## config.mk

```make
export PLATFORM = sky130hd
export DESIGN_NAME = triangle_primitive_assembly
export DESIGN_NICKNAME = d
export VERILOG_FILES = /design/src/tpa_pkg.sv /design/src/triangle_primitive_assembly.sv /design/src/tpa_core.sv
export SDC_FILE = /design/constraint.sdc
export NUM_CORES = 1
export LEC_CHECK = 0
export ABC_AREA = 1
export BUFFER_PORTS_ARGS = -buffer_cell sky130_fd_sc_hd__buf_2
export CAP_MARGIN = 0
export CORE_ASPECT_RATIO = 0.6
export CORE_MARGIN = 1
export CORE_UTILIZATION = 50
export CTS_BUF_LIST = sky130_fd_sc_hd__clkbuf_2
export CTS_CLUSTER_DIAMETER = 40
export DETAILED_ROUTE_END_ITERATION = 8
export PLACE_DENSITY_LB_ADDON = 0.05
export SKIP_CTS_REPAIR_TIMING = 1
export SLEW_MARGIN = 25
export SYNTH_ARGS = -nofsm -noshare
export SYNTH_HDL_FRONTEND = slang
export SYNTH_SLANG_ARGS = --single-unit
```

## constraint.sdc

```tcl
create_clock -name clock -period 4.2 [get_ports clock]
set_clock_uncertainty 0.2 [all_clocks]
set_input_delay 0.21 -clock clock [delete_from_list [all_inputs] [get_ports clock]]
set_output_delay 0.21 -clock clock [all_outputs]
set_load 0.01 [all_outputs]
```

## src/tpa_pkg.sv

```systemverilog
//------------------------------------------------------------------------------
// Triangle primitive assembly package
// Types, constants and codes shared by the assembly block.
//------------------------------------------------------------------------------
package tpa_pkg;

   localparam int INDEX_BITS = 32;
   localparam int CORNER_BITS = 32;
   localparam int CSR_DATA_BITS = 32;
   localparam int CSR_INDEX_BITS = 1;

   typedef enum logic [1:0] {
      MODE_LIST  = 2'd0,
      MODE_STRIP = 2'd1,
      MODE_FAN   = 2'd2
   } tpa_mode_type;

   localparam logic [CSR_INDEX_BITS-1:0] CSR_PRIMITIVE_MODE = 1'd0;
   localparam logic [CSR_INDEX_BITS-1:0] CSR_VERTEX_BASE = 1'd1;

   typedef struct packed {
      logic [INDEX_BITS-1:0] older_index;
      logic [INDEX_BITS-1:0] newer_index;
      logic [INDEX_BITS-1:0] anchor_index;
      logic [1:0]            seen_count;
      logic                  position_parity;
      logic [1:0]            list_slot;
   } tpa_state_type;

   typedef struct packed {
      logic                   emit;
      logic [CORNER_BITS-1:0] corner_a;
      logic [CORNER_BITS-1:0] corner_b;
      logic [CORNER_BITS-1:0] corner_c;
   } tpa_result_type;

endpackage

```

## src/triangle_primitive_assembly.sv

```systemverilog
//------------------------------------------------------------------------------
// Triangle primitive assembly
// Latency: a triangle is valid on rsp_ the cycle after its closing request.
// Throughput: one request per cycle unless a held result stalls req_ready; the result register is the only stage.
// Requests that close no triangle leave no result.
// Reset clears the history, the result valid flag and both CSRs to zero.
//------------------------------------------------------------------------------
module triangle_primitive_assembly (
   input  logic                              clock,
   input  logic                              reset,
   input  logic                              req_valid,
   output logic                              req_ready,
   input  logic [31:0]                       req_vertex_index,
   input  logic                              req_first_of_primitive,
   output logic                              rsp_valid,
   input  logic                              rsp_ready,
   output logic [31:0]                       rsp_corner_a,
   output logic [31:0]                       rsp_corner_b,
   output logic [31:0]                       rsp_corner_c,
   input  logic                              csr_write_enable,
   input  logic [tpa_pkg::CSR_INDEX_BITS-1:0] csr_index,
   input  logic [tpa_pkg::CSR_DATA_BITS-1:0] csr_write_data
);

   tpa_pkg::tpa_state_type  state_ff;
   tpa_pkg::tpa_state_type  state_in;
   tpa_pkg::tpa_result_type result;
   logic [1:0]              mode_ff;
   logic [31:0]             base_ff;
   logic                    rsp_valid_ff;
   logic [31:0]             corner_a_ff;
   logic [31:0]             corner_b_ff;
   logic [31:0]             corner_c_ff;
   logic                    accept;

   assign req_ready = !rsp_valid_ff || rsp_ready;
   assign accept    = req_valid && req_ready;

   tpa_core u_core (
      .state      (state_ff),
      .cur_index  (req_vertex_index[tpa_pkg::INDEX_BITS-1:0]),
      .first      (req_first_of_primitive),
      .mode       (mode_ff),
      .base       (base_ff),
      .next_state (state_in),
      .result     (result)
   );

   always_ff @(posedge clock) begin
      if (reset) begin
         mode_ff <= 2'd0;
         base_ff <= 32'd0;
      end else if (csr_write_enable) begin
         case (csr_index)
            tpa_pkg::CSR_PRIMITIVE_MODE: mode_ff <= csr_write_data[1:0];
            tpa_pkg::CSR_VERTEX_BASE:    base_ff <= csr_write_data[31:0];
            default: begin
            end
         endcase
      end
   end

   always_ff @(posedge clock) begin
      if (reset) begin
         state_ff     <= '0;
         rsp_valid_ff <= 1'b0;
      end else if (accept) begin
         state_ff     <= state_in;
         rsp_valid_ff <= result.emit;
      end else if (rsp_ready) begin
         rsp_valid_ff <= 1'b0;
      end
   end

   always_ff @(posedge clock) begin
      if (accept && result.emit) begin
         corner_a_ff <= result.corner_a;
         corner_b_ff <= result.corner_b;
         corner_c_ff <= result.corner_c;
      end
   end

   assign rsp_valid    = rsp_valid_ff;
   assign rsp_corner_a = corner_a_ff;
   assign rsp_corner_b = corner_b_ff;
   assign rsp_corner_c = corner_c_ff;

endmodule

```

## src/tpa_core.sv

```systemverilog
//------------------------------------------------------------------------------
// Triangle primitive assembly core
// Forms the triangle for one index from the tracked history and gives the
// next history.
//------------------------------------------------------------------------------
module tpa_core (
   input  tpa_pkg::tpa_state_type         state,
   input  logic [tpa_pkg::INDEX_BITS-1:0] cur_index,
   input  logic                           first,
   input  logic [1:0]                     mode,
   input  logic [tpa_pkg::CORNER_BITS-1:0] base,
   output tpa_pkg::tpa_state_type         next_state,
   output tpa_pkg::tpa_result_type        result
);

   logic [1:0]                     seen;
   logic                           parity;
   logic [1:0]                     slot;
   logic [tpa_pkg::INDEX_BITS-1:0] anchor;
   logic [tpa_pkg::INDEX_BITS-1:0] pick_a;
   logic [tpa_pkg::INDEX_BITS-1:0] pick_b;
   logic [tpa_pkg::INDEX_BITS-1:0] pick_c;
   logic                           distinct;

   assign seen   = first ? 2'd0 : state.seen_count;
   assign parity = first ? 1'b0 : state.position_parity;
   assign slot   = first ? 2'd0 : state.list_slot;
   assign anchor = (seen == 2'd0) ? cur_index : state.anchor_index;

   assign distinct = (state.older_index != state.newer_index) &&
                     (state.newer_index != cur_index) &&
                     (state.older_index != cur_index);

   always_comb begin
      result.emit = 1'b0;
      pick_a = state.older_index;
      pick_b = cur_index;
      pick_c = state.newer_index;
      case (mode)
         tpa_pkg::MODE_LIST: begin
            result.emit = (slot == 2'd2);
         end
         tpa_pkg::MODE_STRIP: begin
            result.emit = (seen == 2'd2) && distinct;
            if (parity) begin
               pick_a = state.newer_index;
               pick_b = cur_index;
               pick_c = state.older_index;
            end else begin
               pick_a = state.older_index;
               pick_b = cur_index;
               pick_c = state.newer_index;
            end
         end
         tpa_pkg::MODE_FAN: begin
            result.emit = (seen == 2'd2);
            pick_a = anchor;
            pick_b = cur_index;
            pick_c = state.newer_index;
         end
         default: begin
            result.emit = 1'b0;
         end
      endcase
      result.corner_a = base + tpa_pkg::CORNER_BITS'(pick_a);
      result.corner_b = base + tpa_pkg::CORNER_BITS'(pick_b);
      result.corner_c = base + tpa_pkg::CORNER_BITS'(pick_c);
   end

   assign next_state.older_index     = state.newer_index;
   assign next_state.newer_index     = cur_index;
   assign next_state.anchor_index    = anchor;
   assign next_state.seen_count      = (seen == 2'd2) ? 2'd2 : seen + 2'd1;
   assign next_state.position_parity = ~parity;
   assign next_state.list_slot       = (slot == 2'd2) ? 2'd0 : slot + 2'd1;

endmodule

```

==> results.json, run 1 <==
{
  "synthAdderAreaFrac": 0.08427,
  "syn-num-nets": 2424,
  "switchingPower_mw": 2.190,
  "via_per_inst": 5.470,
  "setup_viol": 0,
  "postRouteAntennaNets": 0,
  "swShare": 0.3742,
  "cp-start-kind": "input port",
  "synth_xor_xnor_area_share": 0.05689,
  "maxCapViolations": 0,
  "numClockSinks": 232,
  "p_leak_nw": 9.364,
  "worst_pin_slew_ns": 0.8199,
  "vias": 16580,
  "cp_max_fo": 30,
  "total_power_mw": 5.853,
  "root_buffer": "clkbuf_2",
  "clkPwrFrac": 0.282,
  "layout-drive-gt1-share": 0.1290,
  "layout_commonest_cell": "nand2_1",
  "irDropWorstVdd_uv": 217.6,
  "routed_wl_um": 57920,
  "clockBufferDepth": 3,
  "layout_min_cycle_time_ns": 3.884,
  "io_pins": 169,
  "critical_path_arrival_ns": 4.39,
  "rsz0062_at_grt": "false",
  "dpl.hpwl_um": 43260,
  "avgRoutedWirePerCell_um": 19.11,
  "gp_congestion": 1.010,
  "final_cell_mix": "nand2_1, inv_1, nor2_1",
  "finalHoldViolations": 0,
  "yosys_warnings": 0,
  "ys_types": 40,
  "dp_cells": 2789,
  "hp-class": "in2reg",
  "synth-simple-area-share": 0.2212,
  "synth_top_cell_area_share": 0.1818,
  "ys_top_cells_by_area": "edfxtp_1, dfxtp_1, nand2_1",
  "layout.cells.non_filler": 3031,
  "cts_tree": "yes",
  "worstSetupEndpointType": "register",
  "crit_type": "in2reg",
  "synth_area_um2": 15860,
  "grt_pass1_vias": 14070,
  "synth_compound_area_frac": 0.2013,
  "place_ws_ns": 0.4583,
  "internal-power_mw": 3.663,
  "design_area_um2": 19080,
  "ys_ff_latch": 232,
  "place_area_um2": 17230,
  "synth_top_family_by_area": "simple AND/OR/NAND/NOR gates",
  "async_flop_share": 0,
  "die_y_um": 139.9,
  "io_buffers": 168,
  "nets": 2739,
  "antenna_found_initial": 3,
  "outcome": "complete, no violations",
  "syn_inst": 2248,
  "synth.avg_cell_area_um2": 7.054,
  "grt_pass1_wl_um": 82690,
  "ys_seq_area_frac": 0.3535,
  "synth_top_area_cell": "edfxtp_1",
  "drtIter0Drc": 1943,
  "ys.flop_type": "dfxtp_1",
  "comb_power_share": 0.271,
  "period_share": 0.9248,
  "drtPass1Iterations": 6,
  "critPathRequiredTime_ns": 4.71,
  "synth_edf_count": 96,
  "setup_ws_ns": 0.3160,
  "rows": 50,
  "area_growth_pct": 20.36,
  "grt-ovfl-total": 0,
  "drc_errors": 0,
  "dieWidth_um": 231.9,
  "max_freq_mhz": 257.5,
  "clk_latency_ns": 0.99,
  "clk_pin_slew_ns": 0.13,
  "synth_mux_area_frac": 0,
  "max_slew_margin": 0.4534,
  "htree_levels": 2,
  "numCtsBuffers": 59,
  "fp.dieArea_um2": 32450,
  "grtUsageTotal": 0.3380,
  "p_per_area_nw_per_um2": 306.7,
  "slew_violations": 0,
  "grt_max_degree": 88,
  "start_util": 0.5090,
  "tns_ns": 0,
  "p_seq_frac": 0.447,
  "core_um2": 31150
}
critical path, stage by stage:
cell and delay [ns]:
dlygate4sd3_1 0.53, buf_2 0.11, dlygate4sd3_1 0.54, inv_1 0.20, nand2_1 0.13, ha_2 0.27
buf_4 0.26, o21ai_0 0.24, nand2_1 0.07, o21ai_0 0.07, nand2_1 0.07, o21a_1 0.14
fa_1 0.44, o21ai_2 0.31, a21oi_2 0.12, o21ai_2 0.22, xor2_1 0.45
routing by layer:
metal | global-route usage | part of all wire | wire (µm)
met3 | 0.1230 | 0.13 | 7631
met1 | 0.5217 | 0.47 | 27010
met5 | 0 | 0 | 0
met2 | 0.4256 | 0.38 | 21760
met4 | 0.09661 | 0.026 | 1524
final timing paths:
check,from,endpoint,slack [ns],cells past startpoint
min,req_vertex_index[19],state_ff[56]$_SDFFE_PP0P_,0.01,4
min reg2reg,state_ff[36]$_SDFFE_PP0P_,state_ff[36]$_SDFFE_PP0P_,0.26,2
max reg2reg,mode_ff[1]$_SDFFE_PP0P_,rsp_corner_c[31]$_DFFE_PP_,0.34,13
max,req_first_of_primitive,rsp_corner_a[10]$_DFFE_PP_,0.32,17
area by class of cell:
class	count	area [µm²]
diodes	2	5.005
clock buffers	80	400.4
clock inverters	31	156.4
fillers	2899	12070
inverters	281	1059
multi-input cells	1667	8956
flip-flops and latches	232	5605
well taps	416	520.5
repair buffers	322	2382
cell families after synthesis:
| kind of cell | after synthesis |
|---|---|
| compound gates | 559 |
| xor+xnor | 103 |
| fa+ha+maj | 105 |
| buf+inv | 349 |
| flops | 232 |
| simple gates | 900 |
power by group through the flow:
stage | combinational (mW) | clock, mW | sequential [mW]
after floorplan | 0.972 | 0 | 2.62
after global placement | 1.42 | 0 | 2.66
after detailed placement | 1.44 | 0 | 2.66
after CTS | 1.44 | 1.68 | 2.61
after global routing | 1.75 | 1.77 | 2.62
final | 1.59 | 1.65 | 2.62
cell usage after synthesis (all sizes together), types with 3 or more instances:
library cell  instances
inv                 280
xor2                 76
o211ai                3
nor2                256
a211oi                7
a21o                 18
o21ai               235
a2111oi               3
buf                  10
a221oi                4
o2111ai               3
nor3                  7
ha                  102
nand2               583
a21boi                4
edfxtp               96
a31oi                22
clkbuf               58
nand4                14
dfxtp               136
o31ai                 3
fa                    3
nand3                40
xnor2                27
a21oi               220
o21bai                4
o221ai                3
o22ai                29
through the flow:
| stage | util | hold slack, ns |
|---|---|---|
| floorplan | - | 0.07907 |
| global placement | 0.5531 | 0.2392 |
| detailed placement | 0.5531 | 0.2440 |
| CTS | 0.5710 | -0.7950 |
| global route | 0.6126 | 0.003901 |
| finish | 0.6126 | 0.01251 |
sequential cells by signal, summed over array words and instances, names as in the netlist:
signal        cells
mode_ff           2
rsp_corner_c     32
base_ff          32
rsp_valid         1
rsp_corner_b     32
state_ff        101
rsp_corner_a     32
Note: power is estimated with default switching activity, not from simulation.
==> run 2: changes to the inputs <==
- ABC_AREA: 1 -> not set
==> run 2 against run 1 <==
Effect of this change:
- die area down 5.8%
- combinational power fell by 27%
- fmax fell by 7.5%
- count of clock-buffer cells in the layout grew 7
- hold slack improved by 0.035 ns
- non-clock buffer count rose by 145
- worst setup slack got worse by 0.31 ns
- largest cell class unchanged
==> results.json, run 2 <==
{
  "area_growth_pct": 31.45,
  "max_freq_mhz": 238.2,
  "p_per_area_nw_per_um2": 275.0,
  "root_buffer": "clkbuf_2",
  "grt-ovfl-total": 0,
  "top_register": "state_ff",
  "grt_max_degree": 85,
  "synth.avg_cell_area_um2": 8.875,
  "routed_wl_um": 53830,
  "nets": 2277,
  "irDropWorstVdd_uv": 188.6,
  "drc_errors": 0,
  "layout_commonest_cell": "nand2_1",
  "ys_ff_latch": 232,
  "crit_type": "reg2reg",
  "slew_violations": 0,
  "drtPass1Iterations": 7,
  "ys_types": 70,
  "hp-class": "in2reg",
  "ys_seq_area_frac": 0.3755,
  "numClockSinks": 232,
  "place_ws_ns": -0.3548,
  "fp.dieArea_um2": 30570,
  "clk_pin_slew_ns": 0.13,
  "ff2ff_path_depth": 15,
  "switchingPower_mw": 1.750,
  "async_flop_share": 0,
  "vias": 14750,
  "layout_min_cycle_time_ns": 4.198,
  "cts_tree": "yes",
  "synth_top_cell_area_share": 0.1931,
  "crit_end": "rsp_corner_c[31]$_DFFE_PP_",
  "finalHoldViolations": 0,
  "syn-num-nets": 1858,
  "setup_ws_ns": 0.001920,
  "grt_pass1_vias": 12480,
  "cp-start-kind": "register",
  "yosys_warnings": 0,
  "holdPathStages": 5,
  "cp_max_fo": 8,
  "ff2ff_setup_slack_ns": 0.002,
  "critPathRequiredTime_ns": 4.80,
  "layout-drive-gt1-share": 0.2374,
  "dpl.hpwl_um": 37230,
  "via_per_inst": 5.785,
  "internal-power_mw": 3.648,
  "grtUsageTotal": 0.3197,
  "clk_latency_ns": 1.04,
  "synth_most_common_cell": "nand2_1",
  "rr_endpoint": "rsp_corner_c[31]$_DFFE_PP_",
  "grt_pass1_wl_um": 73810,
  "syn_inst": 1682,
  "core_um2": 29070,
  "drtIter0Drc": 1453,
  "numCtsBuffers": 55,
  "ys.flop_type": "dfxtp_1",
  "worstSetupEndpointType": "register",
  "gp_congestion": 0.9788,
  "layout.cells.non_filler": 2549,
  "synth_edf_count": 96,
  "critical_path_arrival_ns": 4.80,
  "avgRoutedWirePerCell_um": 21.12,
  "timing.rr.start": "mode_ff[0]$_SDFFE_PP0P_",
  "clockBufferDepth": 3,
  "dp_cells": 2263,
  "period_share": 0.9995,
  "fin_hold_ws_ns": 0.04727,
  "postRouteAntennaNets": 0,
  "comb_power_share": 0.215,
  "largest_register_ffs": 101,
  "outcome": "complete, no violations",
  "crit_start": "mode_ff[0]$_SDFFE_PP0P_",
  "io_pins": 169,
  "setup_viol": 0,
  "synth_top_area_cell": "edfxtp_1",
  "start_util": 0.5136,
  "final_cell_mix": "nand2_1, a21oi_1, dlygate4sd3_1",
  "io_buffers": 168,
  "max_slew_margin": 0.3073,
  "tns_ns": 0,
  "rsz0062_at_grt": "true",
  "dieWidth_um": 225.1,
  "rows": 48,
  "maxCapViolations": 0,
  "antenna_found_initial": 3,
  "synthTopCellsByCount": "nand2_1, a21oi_1, xnor2_1, dfxtp_1, ha_1",
  "htree_levels": 2,
  "p_leak_nw": 8.275,
  "synth_area_um2": 14930,
  "ys_top_cells_by_area": "edfxtp_1, dfxtp_1, xnor2_1",
  "worst_pin_slew_ns": 1.035,
  "die_y_um": 135.8,
  "p_seq_frac": 0.470,
  "clkPwrFrac": 0.315,
  "swShare": 0.3242
}
run 2: layout make-up:
cell class / instances / area [µm²]
repair buffers: 467 / 3659
multi-input cells: 1318 / 9186
fillers: 2433 / 9445
flip-flops and latches: 232 / 5609
inverters: 27 / 103.9
clock buffers: 87 / 435.4
clock inverters: 17 / 126.4
diodes: 1 / 2.502
well taps: 400 / 500.5
run 2: kinds of logic (layout without fill, tap and decap cells):
group | Yosys count | count (layout) | share of synthesized area
AO/OA/AOI/OAI | 448 | 448 | 0.1943
XOR/XNOR | 172 | 172 | 0.1009
adder cells (fa/ha/maj) | 105 | 105 | 0.08951
buffers and inverters | 132 | 598 | 0.03327
flip-flops | 232 | 232 | 0.3755
multiplexers | 67 | 67 | 0.05021
other | 0 | 1 | 0
AND/OR/NAND/NOR | 526 | 526 | 0.1563
run 2: power by group through the flow:
| stage | Clock (mW) | Combinational [mW] | Sequential [mW] |
|---|---|---|---|
| 6_report | 1.70 | 1.16 | 2.54 |
| 5_1_grt | 1.82 | 1.24 | 2.54 |
| 4_1_cts | 1.72 | 0.977 | 2.53 |
| 3_5_place_dp | 0 | 0.970 | 2.58 |
| 3_3_place_gp | 0 | 0.958 | 2.58 |
| 2_1_floorplan | 0 | 0.651 | 2.52 |
run 2: stage by stage:
stage | power (mW) | instance area [µm²] | util
detailed placement | 3.550 | 16830 | 0.5789
floorplan | 3.176 | 14930 | -
global route | 5.612 | 19620 | 0.6751
global placement | 3.536 | 16830 | 0.5789
CTS | 5.223 | 17390 | 0.5982
finish | 5.397 | 19620 | 0.6751
run 2: how the worst min path moves through the flow:
stage / from / slack (ns) / to
floorplan: req_vertex_index[5] / 0.15 / state_ff[10]$_SDFFE_PP0P_
global placement: state_ff[27]$_SDFFE_PP0P_ / 0.24 / state_ff[27]$_SDFFE_PP0P_
detailed placement: state_ff[22]$_SDFFE_PP0P_ / 0.25 / state_ff[22]$_SDFFE_PP0P_
CTS: csr_write_data[31] / -0.85 / base_ff[31]$_SDFFE_PP0P_
global route: req_vertex_index[18] / 0.004 / state_ff[55]$_SDFFE_PP0P_
finish: req_vertex_index[18] / 0.05 / state_ff[55]$_SDFFE_PP0P_
run 2: worst max-delay path: stages, from the launching register on:
cell	delay, ns
dfxtp_2	0.41
ha_4	0.15
nor3b_4	0.21
buf_12	0.16
clkbuf_16	0.15
buf_4	0.16
mux2_2	0.39
ha_1	0.34
a21oi_2	0.17
o21bai_1	0.09
a221oi_2	0.32
o32a_1	0.34
a221oi_4	0.13
a211o_1	0.38
o31ai_4	0.32
xnor2_1	0.11
run 2: per-layer routing:
metal | routed length (µm) | track usage | vias to the layer above
li1 | - | - | 6912
met3 | 6541 | 0.09401 | 86
met1 | 25050 | 0.4966 | 6976
met5 | 23 | 0 | -
met4 | 1028 | 0.07029 | 4
met2 | 21200 | 0.4230 | 768
